$ cat src/hw/rtl/drf_pkg.sv
// Shared types, codes and sizes for the byte ring message deframer.
`default_nettype none
package drf_pkg;

  localparam int unsigned RING_BYTES_DEF = 4096;
  localparam int unsigned SCAN_LIMIT_DEF = 256;
  localparam int unsigned HDR_BYTES      = 2;

  localparam logic [1:0] CMD_APPEND  = 2'd0;
  localparam logic [1:0] CMD_EXTRACT = 2'd1;
  localparam logic [1:0] CMD_RESYNC  = 2'd2;
  localparam logic [1:0] CMD_CLEAR   = 2'd3;

  localparam logic [1:0] ST_OK       = 2'd0;
  localparam logic [1:0] ST_NEED     = 2'd1;
  localparam logic [1:0] ST_INVALID  = 2'd2;
  localparam logic [1:0] ST_REJECTED = 2'd3;

  localparam logic [1:0] REG_QUOTE_TYPE = 2'd0;
  localparam logic [1:0] REG_QUOTE_SIZE = 2'd1;
  localparam logic [1:0] REG_TRADE_TYPE = 2'd2;
  localparam logic [1:0] REG_TRADE_SIZE = 2'd3;

  // Ring update applied when a pending result is delivered.
  typedef enum logic [1:0] {
    ACT_NONE    = 2'd0,
    ACT_CONSUME = 2'd1,
    ACT_DROP    = 2'd2
  } drf_act_t;

  typedef enum logic [8:0] {
    S_IDLE = 9'b000000001,
    S_HW   = 9'b000000010,
    S_HT   = 9'b000000100,
    S_HCHK = 9'b000001000,
    S_BW   = 9'b000010000,
    S_BT   = 9'b000100000,
    S_RW   = 9'b001000000,
    S_RT   = 9'b010000000,
    S_EMIT = 9'b100000000
  } drf_state_t;

  typedef struct packed {
    logic accept;
    logic hdr_take;
    logic hdr_check;
    logic body_take;
    logic scan_take;
    logic emit;
  } drf_cmd_t;

  typedef struct packed {
    logic direct;
    logic is_extract;
    logic hdr_second;
    logic go_body;
    logic flush;
    logic scan_first;
    logic scan_found;
    logic scan_more;
    logic out_free;
    logic res_last;
  } drf_sts_t;

endpackage
`default_nettype wire

$ cat src/hw/rtl/drf_ctrl.sv
// Sequencing state machine for the deframer.
`default_nettype none
module drf_ctrl import drf_pkg::*; (
  input  wire logic     clk,
  input  wire logic     rst_n,
  input  wire logic     in_valid,
  output logic          in_stall,
  input  wire drf_sts_t sts,
  output drf_cmd_t      cmd
);
  drf_state_t state_r, state_nxt;

  always_comb begin
    cmd       = '0;
    state_nxt = state_r;
    in_stall  = 1'b1;
    case (state_r)
      S_IDLE: begin
        in_stall = !sts.out_free;
        if (in_valid && sts.out_free) begin
          cmd.accept = 1'b1;
          if (!sts.direct) begin
            state_nxt = sts.is_extract ? S_HW : S_RW;
          end
        end
      end
      S_HW: state_nxt = S_HT;
      S_HT: begin
        cmd.hdr_take = 1'b1;
        state_nxt = sts.hdr_second ? S_HCHK : S_HW;
      end
      S_HCHK: begin
        cmd.hdr_check = 1'b1;
        state_nxt = sts.go_body ? S_BW : S_EMIT;
      end
      S_BW: state_nxt = S_BT;
      S_BT: begin
        cmd.body_take = 1'b1;
        state_nxt = sts.flush ? S_EMIT : S_BW;
      end
      S_RW: state_nxt = S_RT;
      S_RT: begin
        cmd.scan_take = 1'b1;
        if (sts.scan_first || (!sts.scan_found && sts.scan_more)) begin
          state_nxt = S_RW;
        end else begin
          state_nxt = S_EMIT;
        end
      end
      S_EMIT: begin
        if (sts.out_free) begin
          cmd.emit = 1'b1;
          state_nxt = sts.res_last ? S_IDLE : S_BW;
        end
      end
      default: state_nxt = S_IDLE;
    endcase
  end

  always_ff @(posedge clk) begin
    if (!rst_n) begin
      state_r <= S_IDLE;
    end else begin
      state_r <= state_nxt;
    end
  end
endmodule
`default_nettype wire

$ cat config.mk
export PLATFORM = sky130hd
export DESIGN_NAME = drf_ctrl
export DESIGN_NICKNAME = d
export VERILOG_FILES = /design/src/hw/rtl/drf_pkg.sv /design/src/hw/rtl/drf_ctrl.sv
export SDC_FILE = /design/constraint.sdc
export NUM_CORES = 1
export LEC_CHECK = 0
export BUFFER_PORTS_ARGS = -buffer_cell sky130_fd_sc_hd__buf_2
export CORE_MARGIN = 4
export CORE_UTILIZATION = 40
export DETAILED_ROUTE_END_ITERATION = 10
export RECOVER_POWER = 50
export SYNTH_ARGS = -nofsm -noshare
export SYNTH_HDL_FRONTEND = slang
export SYNTH_SLANG_ARGS = --single-unit
$ cat constraint.sdc
create_clock -name clk -period 5.2 [get_ports clk]
set_input_delay 1.04 -clock clk [delete_from_list [all_inputs] [get_ports clk]]
set_output_delay 1.04 -clock clk [all_outputs]
set_load 0.01 [all_outputs]
==> impl_results.md, run 1 <==
* Status: completed
* Sequential share of the synthesized area at 0.264
* Post-Synthesis Cells at 86
* Initial Utilization at 0.438
* Final worst path period need at ~3.1 ns
* Yosys Warn Count at 0
* Synth Area in Adders at 0
* R2r worst-path depth at 4
* Hold path depth at 2
* Slew at the pin closest to its max-slew limit at about 0.74 ns
* Avg Cell Area, Syn at 7.94 um^2
* WL final at roughly 1.7 mm
* Layout Skew at slightly below 0.002 ns
* RSZ-0062 raised after global routing: false
* Reg clk slew, reported paths at approximately 0.070 ns
* XOR/XNOR Fraction of Synth Area at 0.0256
* EDFF count, synth at 0
* Vias at roughly 710
* CTS Buf Count at 3
* Simple logic cell fraction of the synthesized area at 0.443
* Prevailing post-synth register cell: dfxtp_1
* Worst min-delay path startpoint: state_r[3]
* VDD IR-drop max at approximately 0.00019 V
* Die W at ~49 um
* Clk_lat worst skew at around 0.27 ns
* Biggest regs: state_r: 9 flops
* Initial antenna violation count at 0
* Bufs on Longest Clock Path at 2
* Clock sink total at 9
* CTS tree: yes
* Top reg by flops: state_r
* Reg2Reg Launch Point: state_r[1]
* Worst Path Required at roughly 4.2 ns
* Layout cells sized above 1 at 0.260
* Compound-Gate Fraction of Synth Area at 0.207
* Crit Path Max Fanout at 7
* Mapped Area at approximately 680 um^2
* MaxCap Viol Count at 0
* Mux contribution to synthesized area at 0
* Mapped Nets at around 100
* RD Place Congestion at around 0.8
* P&R area growth vs syn at 15.4%
* DR vias/cell at between 5 and 6
* Io pins at 20
* Hold Vio Cnt, Final at 0
* Final setup fails at 0
* DR pass1 iterations at 4
* Largest net degree at the start of global routing at 12
* Final worst-path cycle share at 0.593
* Nets at between 100 and 150
* Main combinational cell family by area after synthesis: simple AND/OR/NAND/NOR gates
* First-pass GRT wire length at 2.70 mm
* R2r endpoint: state_r[1]
* Largest register FFs at 9
* Routed Antenna Nets at 0
* Pre-CTS WS at roughly 2.5 ns
* # fillers at 155
* Max Transition Viols Final at 0
* Clock Tree Root: clkbuf_4
* Worst Setup End Kind: output port
* Final TNS setup at 0 ns
* Post-CTS Setup Inserts at 0
* Core ar. at around 1600 um^2
* Pwr dens at just under 400 nW/um^2
* Synthesis-stage register bit count at 9
* Hold_buf cts at 0
* Post-route worst setup slack at 2.12 ns
* Row cnt at 14
* Slew headroom at 0.500
* Fmax at ~320 MHz
* GRT overflow at 0
* CTS resizes at 0
* DRC violations left at 0
* Diode count at 0
* Leakage at about 0.34 nW
* Path type of the worst min-delay path: reg2reg
* Die Y at 49.3 um
* Post-detail-place hpwl at about 1.3 mm
* Vias in the first global route at between 500 and 600
* Total power at 0.313 mW
* Total GRT Usage at 0.144
* Ys async rst share at 0
* Hold EP: state_r[4]
* Post-synthesis cell type count at between 40 and 50
* Crit path DAT at approximately 2.0 ns
* Die area at between 2000 and 2500 um^2
* Flop2flop setup slack at ~3.2 ns
* Critical Path Start Type: register
* Port Buffers at 19
* Wire length per cell at 14.4 um
* Crit Path Class: reg2out
* DRT iter0 DRCs at 23
* H-tree depth at 1
[layout make-up]
cell class	instances	area [um^2]	area share
Multi-Input combinational cell	70	458	0.581
Sequential cell	9	180	0.229
Timing Repair Buffer	19	95.1	0.121
Clock buffer	3	22.5	0.0286
Tap cell	16	20.0	0.0254
Inverter	2	7.51	0.00952
Clock inverter	1	5.00	0.00635
[worst max-delay path, stage by stage (launching register included)]
cell and delay (ns):
dfxtp_1 0.36, or4_1 0.64, nor3_1 0.45, and3_1 0.21, buf_2 0.12
[synthesized netlist by cell type, drive strengths merged, types with 3 or more instances]
cell type  instances  area (um^2)
and3               4         25.0
a21oi              5         28.8
nor2              11         41.3
clkbuf             3         11.3
o21ai              3         15.0
nor3               3         15.0
dfxtp              9          180
nand2b             4         25.0
[power by group]
group | switching, mW | internal (mW)
logic | 0.0883 | 0.0668
clock network | 0.0274 | 0.0285
registers | 0.0224 | 0.0800
total | 0.138 | 0.175
[metrics by stage]
| step | std cells | utilization | area [um^2] | hold WS, ns |
|---|---|---|---|---|
| after CTS | 120 | 0.508 | 792 | 0.618 |
| after detailed placement | 116 | 0.490 | 764 | 0.602 |
| after global routing | 120 | 0.506 | 788 | 0.663 |
| after floorplan | 86 | - | 683 | 0.586 |
| after global placement | 116 | 0.490 | 764 | 0.627 |
| final | 120 | 0.506 | 788 | 0.623 |
[cell families after synthesis]
logic type | after synthesis
simple gates | 48
compound gates | 20
flops | 9
buf+inv | 7
xor+xnor | 2
[per-layer routing]
layer	share of wire	track usage
met1	0.48	0.186
met4	0.0075	0.0427
met2	0.45	0.214
met5	0	0
met3	0.065	0.0642
[worst max path at each step]
stage | cells past startpoint | from | end
after floorplan | 5 | state_r[6] | cmd[4]
after global placement | 4 | state_r[1] | cmd[5]
after detailed placement | 4 | state_r[1] | cmd[5]
after CTS | 4 | state_r[1] | cmd[5]
after global routing | 4 | state_r[1] | cmd[5]
final | 4 | state_r[1] | cmd[5]
[cells in the final DEF, fill, tap and decap left out, drive strengths merged, types with 2 or more instances in the layout]
| master | synthesis | routed |
|---|---|---|
| buf | 2 | 19 |
| nor2 | 11 | 11 |
| dfxtp | 9 | 9 |
| a21oi | 5 | 5 |
| nand2b | 4 | 4 |
| and3 | 4 | 4 |
| nor3 | 3 | 3 |
| o21ai | 3 | 3 |
| clkbuf | 3 | 3 |
| nand4b | 2 | 2 |
| inv | 2 | 2 |
| nor4 | 2 | 2 |
| nand2 | 2 | 2 |
| nor2b | 2 | 2 |
| o211ai | 2 | 2 |
| nor3b | 2 | 2 |
| nand4 | 2 | 2 |
| nor4b | 2 | 2 |
| and4b | 2 | 2 |
| a21boi | 2 | 2 |
| or4 | 2 | 2 |
| or2 | 2 | 2 |
(Power assumes the default switching activity.)
==> run 2, diff against run 1 <==
- PLACE_DENSITY: unset -> 0.67
- clock period: 5.2 -> 2.6 ns (I/O delays scaled with it)
==> impl_results.md, run 2 (synthesis results as in run 1) <==
* Status: completed
* Slowest stage cell, crit path: or4_4
* Layout Skew at roughly 0.0028 ns
* Post-CTS Setup Inserts at 0
* VDD IR-drop max at 0.000443 V
* Biggest regs: state_r: 9 flops
* GRT overflow at 0
* Nets at ~120
* Critical Path Start Type: register
* Bufs on Longest Clock Path at 2
* Flop2flop setup slack at between 0.6 and 0.7 ns
* Top reg by flops: state_r
* DR vias/cell at ~5.9
* Die area at 2430 um^2
* Max Transition Viols Final at 0
* Row cnt at 14
* Post-DP Area at 772 um^2
* WL final at approximately 1.7 mm
* Initial antenna violation count at 0
* Final instance area at ~800 um^2
* Worst Path Required at 2.08 ns
* Pwr dens at 805 nW/um^2
* Largest net degree at the start of global routing at 12
* Vias in the first global route at between 600 and 700
* Leakage at 0.341 nW
* Routed Antenna Nets at 0
* RD Place Congestion at roughly 0.8
* DR pass1 iterations at 4
* Critical Path End: cmd[5]
* Slew headroom at 0.533
* Vias at around 700
* Layout cells sized above 1 at 0.267
* Largest stage delay on the critical path at approximately 0.59 ns
* Die W at 49.3 um
* Wire length per cell at 13.9 um
* CTS tree: yes
* P&R area growth vs syn at 16.8%
* Path type of the worst min-delay path: in2reg
* Initial Utilization at 0.438
* Final setup fails at 0
* R2r worst-path depth at 4
* Final worst-path cycle share at 0.941
* Clock sink total at 9
* Reg2Reg Launch Point: state_r[1]
* Met2 global-route usage at 0.250
* Utilization after layout at 0.512
* Worst Setup End Kind: output port
* Reg clk slew, reported paths at 0.06 ns
* Final TNS setup at 0 ns
* Final worst path period need at approximately 2.4 ns
* Post-detail-place hpwl at 1.35 mm
* Hold Vio Cnt, Final at 0
* Fmax at about 410 MHz
* RSZ-0062 raised after global routing: false
* Busiest grt layer: met2
* Crit path DAT at between 1.5 and 2 ns
* Met3 Usage GRT at 0.0153
* Hold_buf cts at 0
* Most frequent cells in the layout: buf_2 (19), nor2_1 (11), dfxtp_1 (9)
* Crit Path Class: reg2out
* DRC violations left at 0
* Diode count at 0
* Slew at the pin closest to its max-slew limit at ~0.69 ns
* Io pins at 20
* Port Buffers at 19
* Met1 GRT Util at 0.198
* Crit Path Max Fanout at 7
* CTS resizes at 0
* MaxCap Viol Count at 0
* H-tree depth at 1
* First-pass GRT wire length at 2.97 mm
* Die Y at 49.3 um
* CTS Buf Count at 3
* CP Cell Sequence: or4_4 -> nor3_1 -> and3_1 -> buf_2
* Core ar. at 1560 um^2
* Clock Tree Root: clkbuf_4
* Most common cell after layout, fill and taps aside: buf_2
* R2r endpoint: state_r[1]
* Worst Setup SP: state_r[1]
* Largest register FFs at 9
* Clk_lat worst skew at roughly 0.27 ns
* Total GRT Usage at 0.158
* DRT iter0 DRCs at 27
==> run 2: cell types whose count changed in the layout (fill, tap and decap cells not counted) <==
cell / previous run / this run
or4_1: 1 / 0
or2_1: 0 / 1
buf_4: 0 / 1
clkbuf_1: 0 / 1
or4_4: 1 / 2
or2_0: 1 / 0
clkinv_2: 1 / 0
==> run 2: report_power, final <==
group          leakage [nW]  switching, mW  internal [mW]
Combinational         0.253          0.192          0.151
Clock                0.0150         0.0522         0.0594
Sequential           0.0730         0.0286          0.160
Total                 0.341          0.273          0.370
==> run 2: worst min path at each step <==
stage,startpoint,end,slack [ns],depth (start not counted)
finish,sts[7],state_r[3],0.49,2
global route,sts[7],state_r[3],0.51,2
CTS,sts[7],state_r[3],0.50,2
detailed placement,state_r[3],state_r[4],0.60,2
global placement,state_r[3],state_r[4],0.60,2
floorplan,state_r[0],state_r[7],0.59,3
==> run 2: critical path: cells and delay by family (launching register included) <==
family	cells	cell delay (ns)
simple gates	3	1.17
buf+inv	1	0.12
flops	1	0.36
==> run 2: through the flow <==
| step | power [mW] | setup slack, ns | hold slack [ns] | std cells |
|---|---|---|---|---|
| after global placement | 0.527 | 0.510 | 0.599 | 117 |
| after detailed placement | 0.533 | 0.468 | 0.599 | 117 |
| final | 0.643 | 0.154 | 0.495 | 121 |
| after global routing | 0.706 | 0.0447 | 0.511 | 121 |
| after CTS | 0.646 | 0.165 | 0.496 | 121 |
| after floorplan | 0.468 | 0.504 | 0.586 | 86 |
==> run 2: routing by layer <==
metal  routed length (um)  part of all wire
met2                  801              0.48
met3                   92             0.055
met5                    0                 0
met4                   49             0.029
met1                  742              0.44
==> run 2: area by class of cell <==
class	count	area, um^2
flip-flops and latches	9	180
multi-input cells	70	462
repair buffers	20	103
clock buffers	4	26.3
inverters	2	7.51
fillers	154	761
well taps	16	20.0
==> run 3, diff against run 2 <==
- CELL_PAD_IN_SITES_DETAIL_PLACEMENT: unset -> 0
- CELL_PAD_IN_SITES_GLOBAL_PLACEMENT: unset -> 1
- CORE_UTILIZATION: 40 -> 32
- PLACE_DENSITY: 0.67 -> unset
- PLACE_DENSITY_LB_ADDON: unset -> 0.1
==> impl_results.md, run 3 (synthesis results as in run 1) <==
* Status: completed
* Largest net degree at the start of global routing at 11
* WL final at 1.79 mm
* Most common cell after layout, fill and taps aside: buf_2
* Biggest regs: state_r: 9 flops
* Largest register FFs at 9
* Vias at ~700
* Slew at the pin closest to its max-slew limit at roughly 0.6 ns
* Bufs on Longest Clock Path at 2
* Top reg by flops: state_r
* VDD IR-drop max at approximately 0.00034 V
* Pwr dens at roughly 790 nW/um^2
* Initial Utilization at 0.341
* Final instance area at between 800 and 900 um^2
* DR vias/cell at between 5 and 6
* Hold_buf cts at 0
* CTS resizes at 0
* # fillers at 228
* Die Y at about 54 um
* Clock Tree Root: clkbuf_4
* Worst Setup End Kind: output port
* RD Place Congestion at about 0.8
* Post-route worst setup slack at 0.153 ns
* Port Buffers at 19
* CTS tree: yes
* Reg clk slew, reported paths at approximately 0.070 ns
* Slew headroom at 0.598
* CP Cell Sequence: or4_4 -> nor3_1 -> and3_1 -> buf_2
* Fmax at roughly 410 MHz
* Diode count at 0
* P&R area growth vs syn at 20.0%
* Total GRT Usage at 0.142
* Path type of the worst min-delay path: in2reg
* Core ar. at 2000 um^2
* Max Transition Viols Final at 0
* Crit path DAT at approximately 1.9 ns
* Clk_lat worst skew at between 0.2 and 0.3 ns
* DRT iter0 DRCs at 16
* Critical Path Start Type: register
* Largest stage delay on the critical path at about 0.58 ns
* Row cnt at 16
* Slowest stage cell, crit path: or4_4
* Leakage at roughly 0.34 nW
* Nets at 120
* Crit path buf inv count at 1
* Post-CTS Setup Inserts at 0
* Worst Path Required at around 2.1 ns
* Final worst path period need at ~2.4 ns
* Final setup fails at 0
* DRC violations left at 0
* Most frequent cells in the layout: buf_2 (19), nor2_1 (11), dfxtp_1 (9)
* First-pass GRT wire length at about 3.1 mm
* MaxCap Viol Count at 0
* GRT overflow at 0
* Worst Setup SP: state_r[4]
* DR pass1 iterations at 4
* Final worst-path cycle share at 0.941
* H-tree depth at 1
* Die area at approximately 2900 um^2
* Crit Path Class: reg2out
* Reg2Reg Launch Point: state_r[4]
* Clock sink total at 9
* Post-DP Area at 793 um^2
* CTS Buf Count at 3
* Layout cells sized above 1 at 0.274
* Crit Path Max Fanout at 8
* Die W at roughly 54 um
* Hold Vio Cnt, Final at 0
* Worst min-delay path startpoint: sts[7]
* Wire length per cell at approximately 13 um
* Pre-CTS WS at between 0.4 and 0.5 ns
* Io pins at 20
* Layout Skew at about 0.0018 ns
* Vias in the first global route at approximately 660
* Flop2flop setup slack at slightly below 0.7 ns
* RSZ-0062 raised after global routing: false
* Final TNS setup at 0 ns
* Routed Antenna Nets at 0
* Post-detail-place hpwl at 1.43 mm
* Cell family with most CP delay: simple AND/OR/NAND/NOR gates
* Initial antenna violation count at 0
## run 3: cell types whose count changed in the layout (fill, tap and decap cells not counted), sizes merged
cell / previous run / this run
buf: 20 / 21
## run 3: power by group
part           total, mW  internal, mW  switching, mW
clock              0.111        0.0593         0.0522
sequential         0.187         0.160         0.0275
combinational      0.348         0.151          0.197
## run 3: routing by layer
metal | wire length, um | global-route usage | part of all wire | up-vias
met3 | 83 | 0.0249 | 0.046 | 2
met1 | 835 | 0.191 | 0.47 | 311
met4 | 19 | 0.0498 | 0.011 | 0
met5 | 0 | 0 | 0 | -
li1 | - | - | - | 370
met2 | 849 | 0.225 | 0.48 | 21
## run 3: area by class of cell
| cell class | instances | area (um^2) | share of cell area |
|---|---|---|---|
| clock buffers | 4 | 26.3 | 0.0321 |
| repair buffers | 21 | 110 | 0.134 |
| well taps | 27 | 33.8 | 0.0412 |
| multi-input cells | 70 | 462 | 0.563 |
| inverters | 2 | 7.51 | 0.00916 |
| flip-flops and latches | 9 | 180 | 0.220 |
## run 3: path summary, 6_finish.rpt
path	end	cells past startpoint
max	cmd[5]	4
min	state_r[3]	2
max reg2reg	state_r[1]	4
min reg2reg	state_r[4]	2
## run 3: per-stage QoR
step	utilization	std cells	total power, mW	hold WS, ns
6_report	0.409	133	0.647	0.504
5_1_grt	0.409	133	0.709	0.519
4_1_cts	0.409	133	0.650	0.503
3_5_place_dp	0.396	129	0.534	0.607
3_3_place_gp	0.396	129	0.543	0.631
2_1_floorplan	-	86	0.468	0.586
